File: src/rtl/itb_pkg.sv
// Shared types and constants for the indexed software timer bank.
`default_nettype none

package itb_pkg;

  localparam int CntW = 16;
  localparam int IdxW = 3;
  localparam int CmdW = 3;
  // Highest number of timers that an index can reach.
  localparam int IdxSpan = 1 << IdxW;

  localparam logic [CmdW-1:0] CmdNone  = 3'd0;
  localparam logic [CmdW-1:0] CmdInit  = 3'd1;
  localparam logic [CmdW-1:0] CmdReset = 3'd2;
  localparam logic [CmdW-1:0] CmdStop  = 3'd3;
  localparam logic [CmdW-1:0] CmdQuery = 3'd4;

  typedef struct packed {
    logic stopped;
    logic expired;
  } itb_status_t;

endpackage

`default_nettype wire

File: src/rtl/itb_bank.sv
// Timer state: counters, reload values and run flags, with tick and command update.
`default_nettype none

module itb_bank import itb_pkg::*; #(
  parameter int NUM_TIMERS = 8
) (
  input  wire logic            clk_i,
  input  wire logic            rst_ni,
  input  wire logic            upd_en_i,
  input  wire logic [CmdW-1:0] cmd_i,
  input  wire logic [IdxW-1:0] idx_i,
  input  wire logic [CntW-1:0] reload_i,
  input  wire logic            tick_i,
  output itb_status_t          status_o
);

  localparam int NumAddr = (NUM_TIMERS < IdxSpan) ? NUM_TIMERS : IdxSpan;

  logic [CntW-1:0]    count_q [NUM_TIMERS];
  logic [CntW-1:0]    count_d [NUM_TIMERS];
  logic [CntW-1:0]    reload_q [NumAddr];
  logic [CntW-1:0]    reload_d [NumAddr];
  logic [NumAddr-1:0] run_q;
  logic [NumAddr-1:0] run_d;

  always_comb begin
    // tick first: every nonzero counter steps down, running or not
    for (int t = 0; t < NUM_TIMERS; t++) begin
      count_d[t] = count_q[t];
      if (tick_i && (count_q[t] != '0)) begin
        count_d[t] = count_q[t] - CntW'(1);
      end
    end
    run_d = run_q;
    for (int a = 0; a < NumAddr; a++) begin
      reload_d[a] = reload_q[a];
      if (idx_i == IdxW'(a)) begin
        case (cmd_i)
          CmdInit: begin
            reload_d[a] = reload_i;
            count_d[a]  = reload_i;
            run_d[a]    = 1'b1;
          end
          CmdReset: begin
            count_d[a] = reload_q[a];
            run_d[a]   = 1'b1;
          end
          CmdStop: begin
            run_d[a] = 1'b0;
          end
          default: begin
          end
        endcase
      end
    end
  end

  // Report the addressed timer after the update; an index beyond the bank reads as stopped.
  always_comb begin
    status_o.stopped = 1'b1;
    status_o.expired = 1'b0;
    for (int a = 0; a < NumAddr; a++) begin
      if (idx_i == IdxW'(a)) begin
        status_o.stopped = ~run_d[a];
        status_o.expired = run_d[a] && (count_d[a] == '0);
      end
    end
  end

  always_ff @(posedge clk_i or negedge rst_ni) begin
    if (!rst_ni) begin
      for (int t = 0; t < NUM_TIMERS; t++) begin
        count_q[t] <= '0;
      end
      for (int a = 0; a < NumAddr; a++) begin
        reload_q[a] <= '0;
      end
      run_q <= '0;
    end else if (upd_en_i) begin
      for (int t = 0; t < NUM_TIMERS; t++) begin
        count_q[t] <= count_d[t];
      end
      for (int a = 0; a < NumAddr; a++) begin
        reload_q[a] <= reload_d[a];
      end
      run_q <= run_d;
    end
  end

  a_status_excl: assert property (@(posedge clk_i) disable iff (!rst_ni)
    !(status_o.stopped && status_o.expired))
    else $error("timer reported both stopped and expired");

  a_hold_idle: assert property (@(posedge clk_i) disable iff (!rst_ni)
    !upd_en_i |=> $stable(count_q[0]) && $stable(run_q))
    else $error("timer state changed without an accepted beat");

  a_tick_dec: assert property (@(posedge clk_i) disable iff (!rst_ni)
    (upd_en_i && tick_i && (count_q[0] != '0) &&
     !((idx_i == '0) && ((cmd_i == CmdInit) || (cmd_i == CmdReset))))
    |=> (count_q[0] == $past(count_q[0]) - CntW'(1)))
    else $error("timer 0 did not step down on tick");

  a_stop: assert property (@(posedge clk_i) disable iff (!rst_ni)
    (upd_en_i && (cmd_i == CmdStop) && (idx_i == '0)) |=> !run_q[0])
    else $error("timer 0 still running after stop");

endmodule

`default_nettype wire

File: src/rtl/indexed_software_timer_bank.sv
// Top level: input handshake, timer bank and registered result.
// A result is registered and valid in the cycle after its input beat is accepted.
// Throughput: one beat per cycle while the result is taken; the result register frees itself as it is taken.
// The bank updates all counters and the addressed timer in the accepting cycle.
// Reset (rst_ni low, asynchronous) clears all counts, reload values and run flags,
// leaving every timer stopped, and empties the result register.
`default_nettype none

module indexed_software_timer_bank import itb_pkg::*; #(
  parameter int NUM_TIMERS = 8
) (
  input  wire logic            clk_i,
  input  wire logic            rst_ni,
  input  wire logic            in_valid_i,
  output logic                 in_ready_o,
  input  wire logic [CmdW-1:0] cmd_i,
  input  wire logic [IdxW-1:0] tmr_sel_i,
  input  wire logic [CntW-1:0] reload_value_i,
  input  wire logic            tick_elapsed_i,
  output logic                 out_valid_o,
  input  wire logic            out_ready_i,
  output logic                 is_stopped_o,
  output logic                 is_expired_o
);

  logic        accept;
  logic        out_valid_q;
  itb_status_t status;
  itb_status_t res_q;

  assign in_ready_o = ~out_valid_q | out_ready_i;
  assign accept     = in_valid_i & in_ready_o;

  itb_bank #(
    .NUM_TIMERS(NUM_TIMERS)
  ) u_bank (
    .clk_i   (clk_i),
    .rst_ni  (rst_ni),
    .upd_en_i(accept),
    .cmd_i   (cmd_i),
    .idx_i   (tmr_sel_i),
    .reload_i(reload_value_i),
    .tick_i  (tick_elapsed_i),
    .status_o(status)
  );

  always_ff @(posedge clk_i or negedge rst_ni) begin
    if (!rst_ni) begin
      out_valid_q <= 1'b0;
    end else if (accept) begin
      out_valid_q <= 1'b1;
    end else if (out_ready_i) begin
      out_valid_q <= 1'b0;
    end
  end

  // hold the result until taken
  always_ff @(posedge clk_i) begin
    if (accept) begin
      res_q <= status;
    end
  end

  assign out_valid_o  = out_valid_q;
  assign is_stopped_o = res_q.stopped;
  assign is_expired_o = res_q.expired;

endmodule

`default_nettype wire
File: config.mk
export PLATFORM = sky130hd
export DESIGN_NAME = indexed_software_timer_bank
export DESIGN_NICKNAME = d
export VERILOG_FILES = /design/src/rtl/itb_pkg.sv /design/src/rtl/itb_bank.sv /design/src/rtl/indexed_software_timer_bank.sv
export SDC_FILE = /design/constraint.sdc
export NUM_CORES = 1
export LEC_CHECK = 0
export ABC_AREA = 1
export BUFFER_PORTS_ARGS = -buffer_cell sky130_fd_sc_hd__buf_2
export CAP_MARGIN = 20
export CORE_MARGIN = 3
export CORE_UTILIZATION = 60
export DETAILED_ROUTE_END_ITERATION = 6
export HOLD_SLACK_MARGIN = 0.02
export PLACE_DENSITY = 0.84
export SLEW_MARGIN = 40
export SYNTH_ARGS = -nofsm -noshare
export SYNTH_HDL_FRONTEND = slang
export SYNTH_SLANG_ARGS = --single-unit
File: constraint.sdc
create_clock -name clk_i -period 2.5 [get_ports clk_i]
set_input_delay 0 -clock clk_i [delete_from_list [all_inputs] [get_ports clk_i]]
set_output_delay 0 -clock clk_i [all_outputs]
set_load 0.1 [all_outputs]
==> impl_metrics.csv, run 1 <==
group,metric,value,unit
status,status,"complete, but fails checks",
status,violations,"setup timing",
worst_setup_path,rr_worst_depth,19,
sta,fin_skew,0.01263,ns
sta,setup_ws,-0.03522,ns
synth,synth_top_area_share,38.20,%
global_routing,grt_pass1_wl,90.77,mm
worst_hold_path,hp-class,"in -> async",
worst_setup_path,path_max_fanout,7,
placed_design,port_buffers,30,
sta,min_period_over_period,101.4,%
finish,final_nets,2791,
clocking,cts_buffers,31,
worst_setup_path,crit_chain,"inv_2 > ha_2 > nand2_2 > nor2_4 > nand2_4 > nand2_8 > nand2_2 > nand2_2 > nand2_1 > nand2_2 > nor2_1 > nand3b_1 > nor2_1 > nand3_1 > nand2_1 > nor2_2 > nand3_2 > nor2_2 > nand3_1",
worst_setup_path,slowest_stage,"dfrtp_1",
sta,min_period,2.535,ns
floorplanning,std_cell_rows,61,
global_routing,antenna_found_initial,1,
worst_setup_path,endpoint_kind,"flop",
finish,final_common_cell,"nand2_1",
synth,synthTopCellsByArea,"dfrtp_1, nand2_1, o21ai_0",
clocking,cts_num_sinks,267,
synth,synthSimpleGateAreaFrac,31.57,%
synth,synth-xor-area-share,3.936,%
detailed_routing,first_pass_iters,7,
clocking,clock_latency,0.56,ns
worst_setup_path,crit_arrival,2.85,ns
synth,synth_top_area_cell,"dfrtp_1",
synth,postSynthAreaPerCell,6.723,um^2
finish,fin_cells,3152,
synth,netlist_area,17360,um^2
floorplanning,io-pin-count,31,
synth,synth_top_family_by_area,"simple AND/OR/NAND/NOR gates",
synth,synth_ff_type,"dfrtp_1",
synth,post_synth_num_cell_types,41,
detailed_routing,viasPerCell,5.934,
sta,finalHoldViolCount,0,
global_routing,gr-usage-all-layers,36.43,%
detailed_routing,finalWirelength,58.47,mm
placed_design,gp_congestion,0.9768,
worst_setup_path,worst_path_most_repeated_cell,"nand2_2",
synth,seq_area_frac_synth,38.55,%
worst_setup_path,slowest_delay,0.40,ns
sta,grt_setup_unrepaired,"yes",
floorplanning,start_util,61.63,%
detailed_routing,drt-initial-drc-count,2412,
flow_run,max_cap_viol_count,0,
finish,layout_common_cells,"nand2_1, o21ai_0, dfrtp_1",
clocking,clockRootBuffer,"clkbuf_16",
clocking,cts_tree,"done",
floorplanning,core_area,28160,um^2
placed_design,dpl.hpwl,39.93,mm
synth,synthAdderAreaFrac,1.153,%
finish,layout-drive-gt1-share,17.21,%
sta,slew_viol_final,0,
global_routing,first_global_vias,17393,
global_routing,grt_overflow,0,
sta,clock.fmax,0.3944,GHz
sta,setup_viol,1,
synth,synth.area.mux_share,0.05767,%
synth,synth-compound-area-share,15.89,%
worst_setup_path,cp.required,2.82,ns
synth,syn_inst,2582,
detailed_routing,antenna_left,0,
floorplanning,dieArea,31010,um^2
global_routing,grt_max_degree,68,
synth,ys_warn_count,0,
clocking,clk_path_buf_depth,3,
synth,synth_enable_flop_cells,2,
worst_setup_path,critPathLaunchType,"flop",
synth,synth.net_count,2625,
worst_setup_path,critPathKind,"reg -> reg",
floorplanning,die_height,176.1,um
clocking,clkTransAtPathRegs,0.07,ns
pwr,irDropWorstVdd,0.6862,mV
clocking,htreeDepth,1,
sta,worst_pin_slew,0.6835,ns
worst_setup_path,rr_startpoint,"u_bank.count_q[96]",
detailed_routing,wl_per_cell,18.55,um
finish,area_growth,20.02,%
placed_design,place_inst,3040,
worst_setup_path,rr_endpoint,"is_expired_o",
synth,synth_seq_cells,267,
floorplanning,die_width,176.1,um
worst_setup_path,regToRegSetupSlack,-0.04,ns
pwr,power.total,20.96,mW
pwr,p_per_area,1006,nW/um^2
pwr,leakagePower,10.01,nW
sta,relSlewSlack,54.38,%
detailed_routing,routed-via-count,18704,
detailed_routing,route.detailed.drc,0,
synth,async_reset_ff_share,99.25,%
finish,nFillCells,2174,
==> per-stage QoR <==
step | hold slack (ns) | setup TNS (ns) | setup slack (ns) | area, um^2 | utilization, %
6_report | 0.01537 | -0.03522 | -0.03522 | 20830 | 73.97
5_1_grt | 0.06382 | -0.1129 | -0.1129 | 20830 | 73.96
4_1_cts | 0.02116 | 0 | 0.005548 | 20080 | 71.30
3_5_place_dp | 0.01654 | -0.2016 | -0.2016 | 18770 | 66.64
3_3_place_gp | 0.01124 | -0.1352 | -0.1352 | 18770 | 66.64
2_1_floorplan | -0.2956 | 0 | 0.08637 | 17360 | -
==> cell families after synthesis <==
logic type	Yosys count
flops	267
buf+inv	377
simple gates	1317
fa+ha+maj	16
xor+xnor	78
compound gates	526
mux	1
==> critical path: cells and delay by family (launching register included) <==
family / cells / cell delay (ns)
DFF: 1 / 0.40
and+or+nand+nor: 17 / 1.59
buffers and inverters: 1 / 0.11
adders and majority gates: 1 / 0.18
==> how the worst max path moves through the flow <==
stage | from | cells after the start | slack (ns) | endpoint
floorplan | out_valid_o | 6 | 0.09 | is_expired_o
global placement | u_bank.count_q[86] | 15 | -0.14 | is_expired_o
detailed placement | u_bank.count_q[86] | 15 | -0.20 | is_expired_o
CTS | u_bank.count_q[32] | 19 | 0.006 | is_expired_o
global route | u_bank.count_q[73] | 16 | -0.11 | is_expired_o
finish | u_bank.count_q[96] | 19 | -0.04 | is_expired_o
==> where the power goes <==
group          switching, mW  total, mW  internal (mW)
Combinational           5.97       9.79           3.83
Sequential              1.04       6.48           5.44
Clock                   1.95       4.68           2.73
==> sequential cells by signal, summed over array words and instances (netlist names) <==
signal,count
is_expired_o,1
is_stopped_o,1
out_valid_o,1
u_bank.count_q,128
u_bank.reload_q,128
u_bank.run_q,8
==> per-layer routing <==
metal  GRT usage [%]  part of all wire (%)
met2           58.58                    46
met4           13.89                   4.4
met3           6.495                    11
met5               0                     0
met1           49.43                    39
==> Yosys cell counts (6+ instances only) <==
library cell	number
o21ai_1	7
nand2_1	843
nor3_1	18
dfrtp_1	265
ha_1	16
nand2_2	13
buf_6	9
nand3_2	7
a21oi_1	68
buf_2	22
buf_1	12
xnor2_1	13
a22oi_1	22
nand2_4	8
o21ai_0	394
nor2_2	7
nand4_1	52
buf_4	6
nand3_1	115
nor2_1	240
inv_1	248
xor2_1	65
clkbuf_1	61
inv_2	16
a31oi_1	23
==> repair_timing <==
action                                  4_1_cts  5_1_grt
gates resized for setup                      26      158
endpoints found under the setup margin        1        1
cloned                                        1        4
pin swaps                                     4       44
setup buffers                                 3       28
hold buffers                                 17        0
endpoints found under the hold margin       356        0
==> cell type report <==
class / instances / area, um^2 / area share [%]
multi-input combinational: 1940 / 9652 / 46.33
sequential: 267 / 6705 / 32.18
timing repair buffer: 243 / 1936 / 9.291
inverter: 265 / 1010 / 4.847
clock buffer: 37 / 848.3 / 4.072
tap: 378 / 473.0 / 2.270
clock inverter: 19 / 202.7 / 0.9729
antenna: 3 / 7.507 / 0.03603
Note: power is estimated with default switching activity, not from simulation.
==> run 2: changes to the inputs <==
--- a/config.mk
+++ b/config.mk
@@ -9,10 +9,10 @@
 export BUFFER_PORTS_ARGS = -buffer_cell sky130_fd_sc_hd__buf_2
 export CAP_MARGIN = 20
 export CORE_MARGIN = 3
-export CORE_UTILIZATION = 60
+export CORE_UTILIZATION = 64
 export DETAILED_ROUTE_END_ITERATION = 6
 export HOLD_SLACK_MARGIN = 0.02
-export PLACE_DENSITY = 0.84
+export PLACE_DENSITY = 0.88
 export SLEW_MARGIN = 40
 export SYNTH_ARGS = -nofsm -noshare
 export SYNTH_HDL_FRONTEND = slang
==> run 2 against run 1 <==
Clock power shrank 2%. The flow still finishes with violations (setup timing). Largest power group unchanged. Die area down 6.0%. Register-to-register slack hardly changed. Sequential cell count stayed put. Sequential share of layout area fell by 0.10 points. Highest routed layer is now met5. Sequential power grew 0.9%.
==> impl_metrics.csv, run 2 (same netlist as run 1, synthesis figures left out) <==
group,metric,value,unit
finish,final_util,79.30,%
worst_setup_path,slowest_delay,0.45,ns
finish,final_nets,2800,
placed_design,pre_cts_slack,-0.2131,ns
pwr,power.total,21.07,mW
placed_design,port_buffers,30,
floorplanning,std_cell_rows,59,
global_routing,gr-usage-all-layers,38.91,%
finish,top_regs,"u_bank.count_q (128), u_bank.reload_q (128), u_bank.run_q (8)",
worst_setup_path,critPathLaunchType,"flop",
detailed_routing,finalWirelength,59.56,mm
finish,final_cell_area,20900,um^2
sta,whs,0.009947,ns
sta,clock.fmax,0.3964,GHz
sta,min_period,2.523,ns
clocking,clock_latency,0.57,ns
global_routing,grt_pass1_wl,90.53,mm
worst_setup_path,crit_buf_inv,1,
detailed_routing,wl_per_cell,19.10,um
floorplanning,io-pin-count,31,
global_routing,first_global_vias,17376,
sta,worst_pin_slew,0.7277,ns
floorplanning,die_width,170.7,um
detailed_routing,route.detailed.drc,0,
status,status,"complete, but fails checks",
detailed_routing,antenna_left,0,
floorplanning,dieArea,29130,um^2
sta,fin_skew,0.01042,ns
detailed_routing,first_pass_iters,7,
finish,area_growth,20.41,%
global_routing,antenna_found_initial,4,
worst_setup_path,critPathKind,"reg -> reg",
pwr,p_per_area,1008,nW/um^2
worst_setup_path,crit_chain,"nor2_2 > nand2_2 > nor2_4 > nand2_2 > buf_6 > nand3_1 > nand3_1 > nand2_1 > nor2_1 > nand2_1 > nor2_1 > nand3_1 > nor2_2 > nor2_4 > nand3_4 > nor2_4 > nand3_2",
detailed_routing,routed-via-count,19231,
sta,relSlewSlack,51.49,%
clocking,cts_num_sinks,267,
finish,final_common_cell,"nand2_1",
sta,min_period_over_period,100.9,%
sta,slew_viol_final,0,
placed_design,dpl.hpwl,39.68,mm
worst_setup_path,critPathTopFamily,"simple AND/OR/NAND/NOR gates",
floorplanning,die_height,170.7,um
clocking,cts_buffers,31,
floorplanning,start_util,65.86,%
worst_hold_path,hp-class,"in -> async",
clocking,htreeDepth,1,
worst_setup_path,slowest_stage,"dfrtp_2",
pwr,leakagePower,10.06,nW
worst_setup_path,crit_arrival,2.84,ns
sta,setup_ws,-0.02295,ns
pwr,irDropWorstVdd,0.9802,mV
finish,layout-drive-gt1-share,18.02,%
floorplanning,core_area,26350,um^2
worst_setup_path,path_max_fanout,6,
worst_setup_path,cp.required,2.82,ns
clocking,clockRootBuffer,"clkbuf_16",
sta,grt_setup_unrepaired,"yes",
worst_setup_path,endpoint_kind,"flop",
global_routing,grt_max_degree,82,
sta,setup_viol,1,
clocking,clk_path_buf_depth,3,
detailed_routing,viasPerCell,6.168,
placed_design,gp_congestion,1.017,
finish,layout_common_cells,"nand2_1, o21ai_0, dfrtp_1",
flow_run,max_cap_viol_count,0,
detailed_routing,drt-initial-drc-count,2594,
placed_design,place_inst,3003,
status,violations,"setup timing",
sta,finalHoldViolCount,0,
finish,fin_cells,3118,
clocking,clkTransAtPathRegs,0.07,ns
sta,setup_tns,-0.02295,ns
global_routing,grt_overflow,0,
clocking,cts_tree,"done",
placed_design,place_area,18760,um^2
run 2: changes by cell type in the layout (fill, tap and decap cells not counted), sizes merged:
cell         change
nand2            +1
dlygate4sd3      -1
clkbuf           +6
clkinvlp         -4
buf              +7
clkinv           -1
diode            -1
inv              +3
bufinv           -1
run 2: cell type report:
| type | instances | area [um^2] |
|---|---|---|
| repair inverters | 2 | 15.01 |
| diodes | 2 | 5.005 |
| repair buffers | 249 | 1966 |
| clock buffers | 43 | 880.8 |
| multi-input cells | 1941 | 9754 |
| flip-flops and latches | 267 | 6705 |
| inverters | 265 | 1020 |
| clock inverters | 14 | 135.1 |
| fillers | 1887 | 5454 |
| well taps | 335 | 419.2 |
run 2: power by group:
part           internal, mW  switching, mW
clock                  2.66           1.91
combinational          3.88           6.09
sequential             5.44           1.10
total                  12.0           9.10
run 2: worst register-to-register path: cells and delay by family (launching register included):
family,cells,cell delay (ns)
flip-flops,1,0.45
AND/OR/NAND/NOR,16,1.67
buffers and inverters,1,0.15
run 2: final timing paths:
path,cells past startpoint,startpoint,slack [ns],endpoint
worst min-delay path,2,rst_ni,0.01,u_bank.count_q[48]
max in group asynchronous,3,rst_ni,1.57,out_valid_o
worst min register to register,2,u_bank.reload_q[61],0.48,u_bank.reload_q[61]
min in group clk_i,4,tmr_sel_i[1],0.05,u_bank.run_q[2]
worst max register to register,17,u_bank.count_q[87],-0.02,is_expired_o
worst max-delay path,17,u_bank.count_q[87],-0.02,is_expired_o
run 2: what timing repair did:
item	in CTS	in global routing
setup buffers	5	28
hold buffers	16	0
setup endpoints to repair	1	1
resized for setup	33	175
endpoints found under the hold margin	278	0
cloned	1	6
pin swaps	6	54
run 2: per-layer routing:
metal | vias to the layer above | GRT usage [%] | wire (um)
li1 | 8693 | - | -
met1 | 8942 | 52.32 | 22120
met2 | 1349 | 60.92 | 27050
met3 | 245 | 9.496 | 7506
met4 | 2 | 15.66 | 2877
met5 | - | 0 | 13
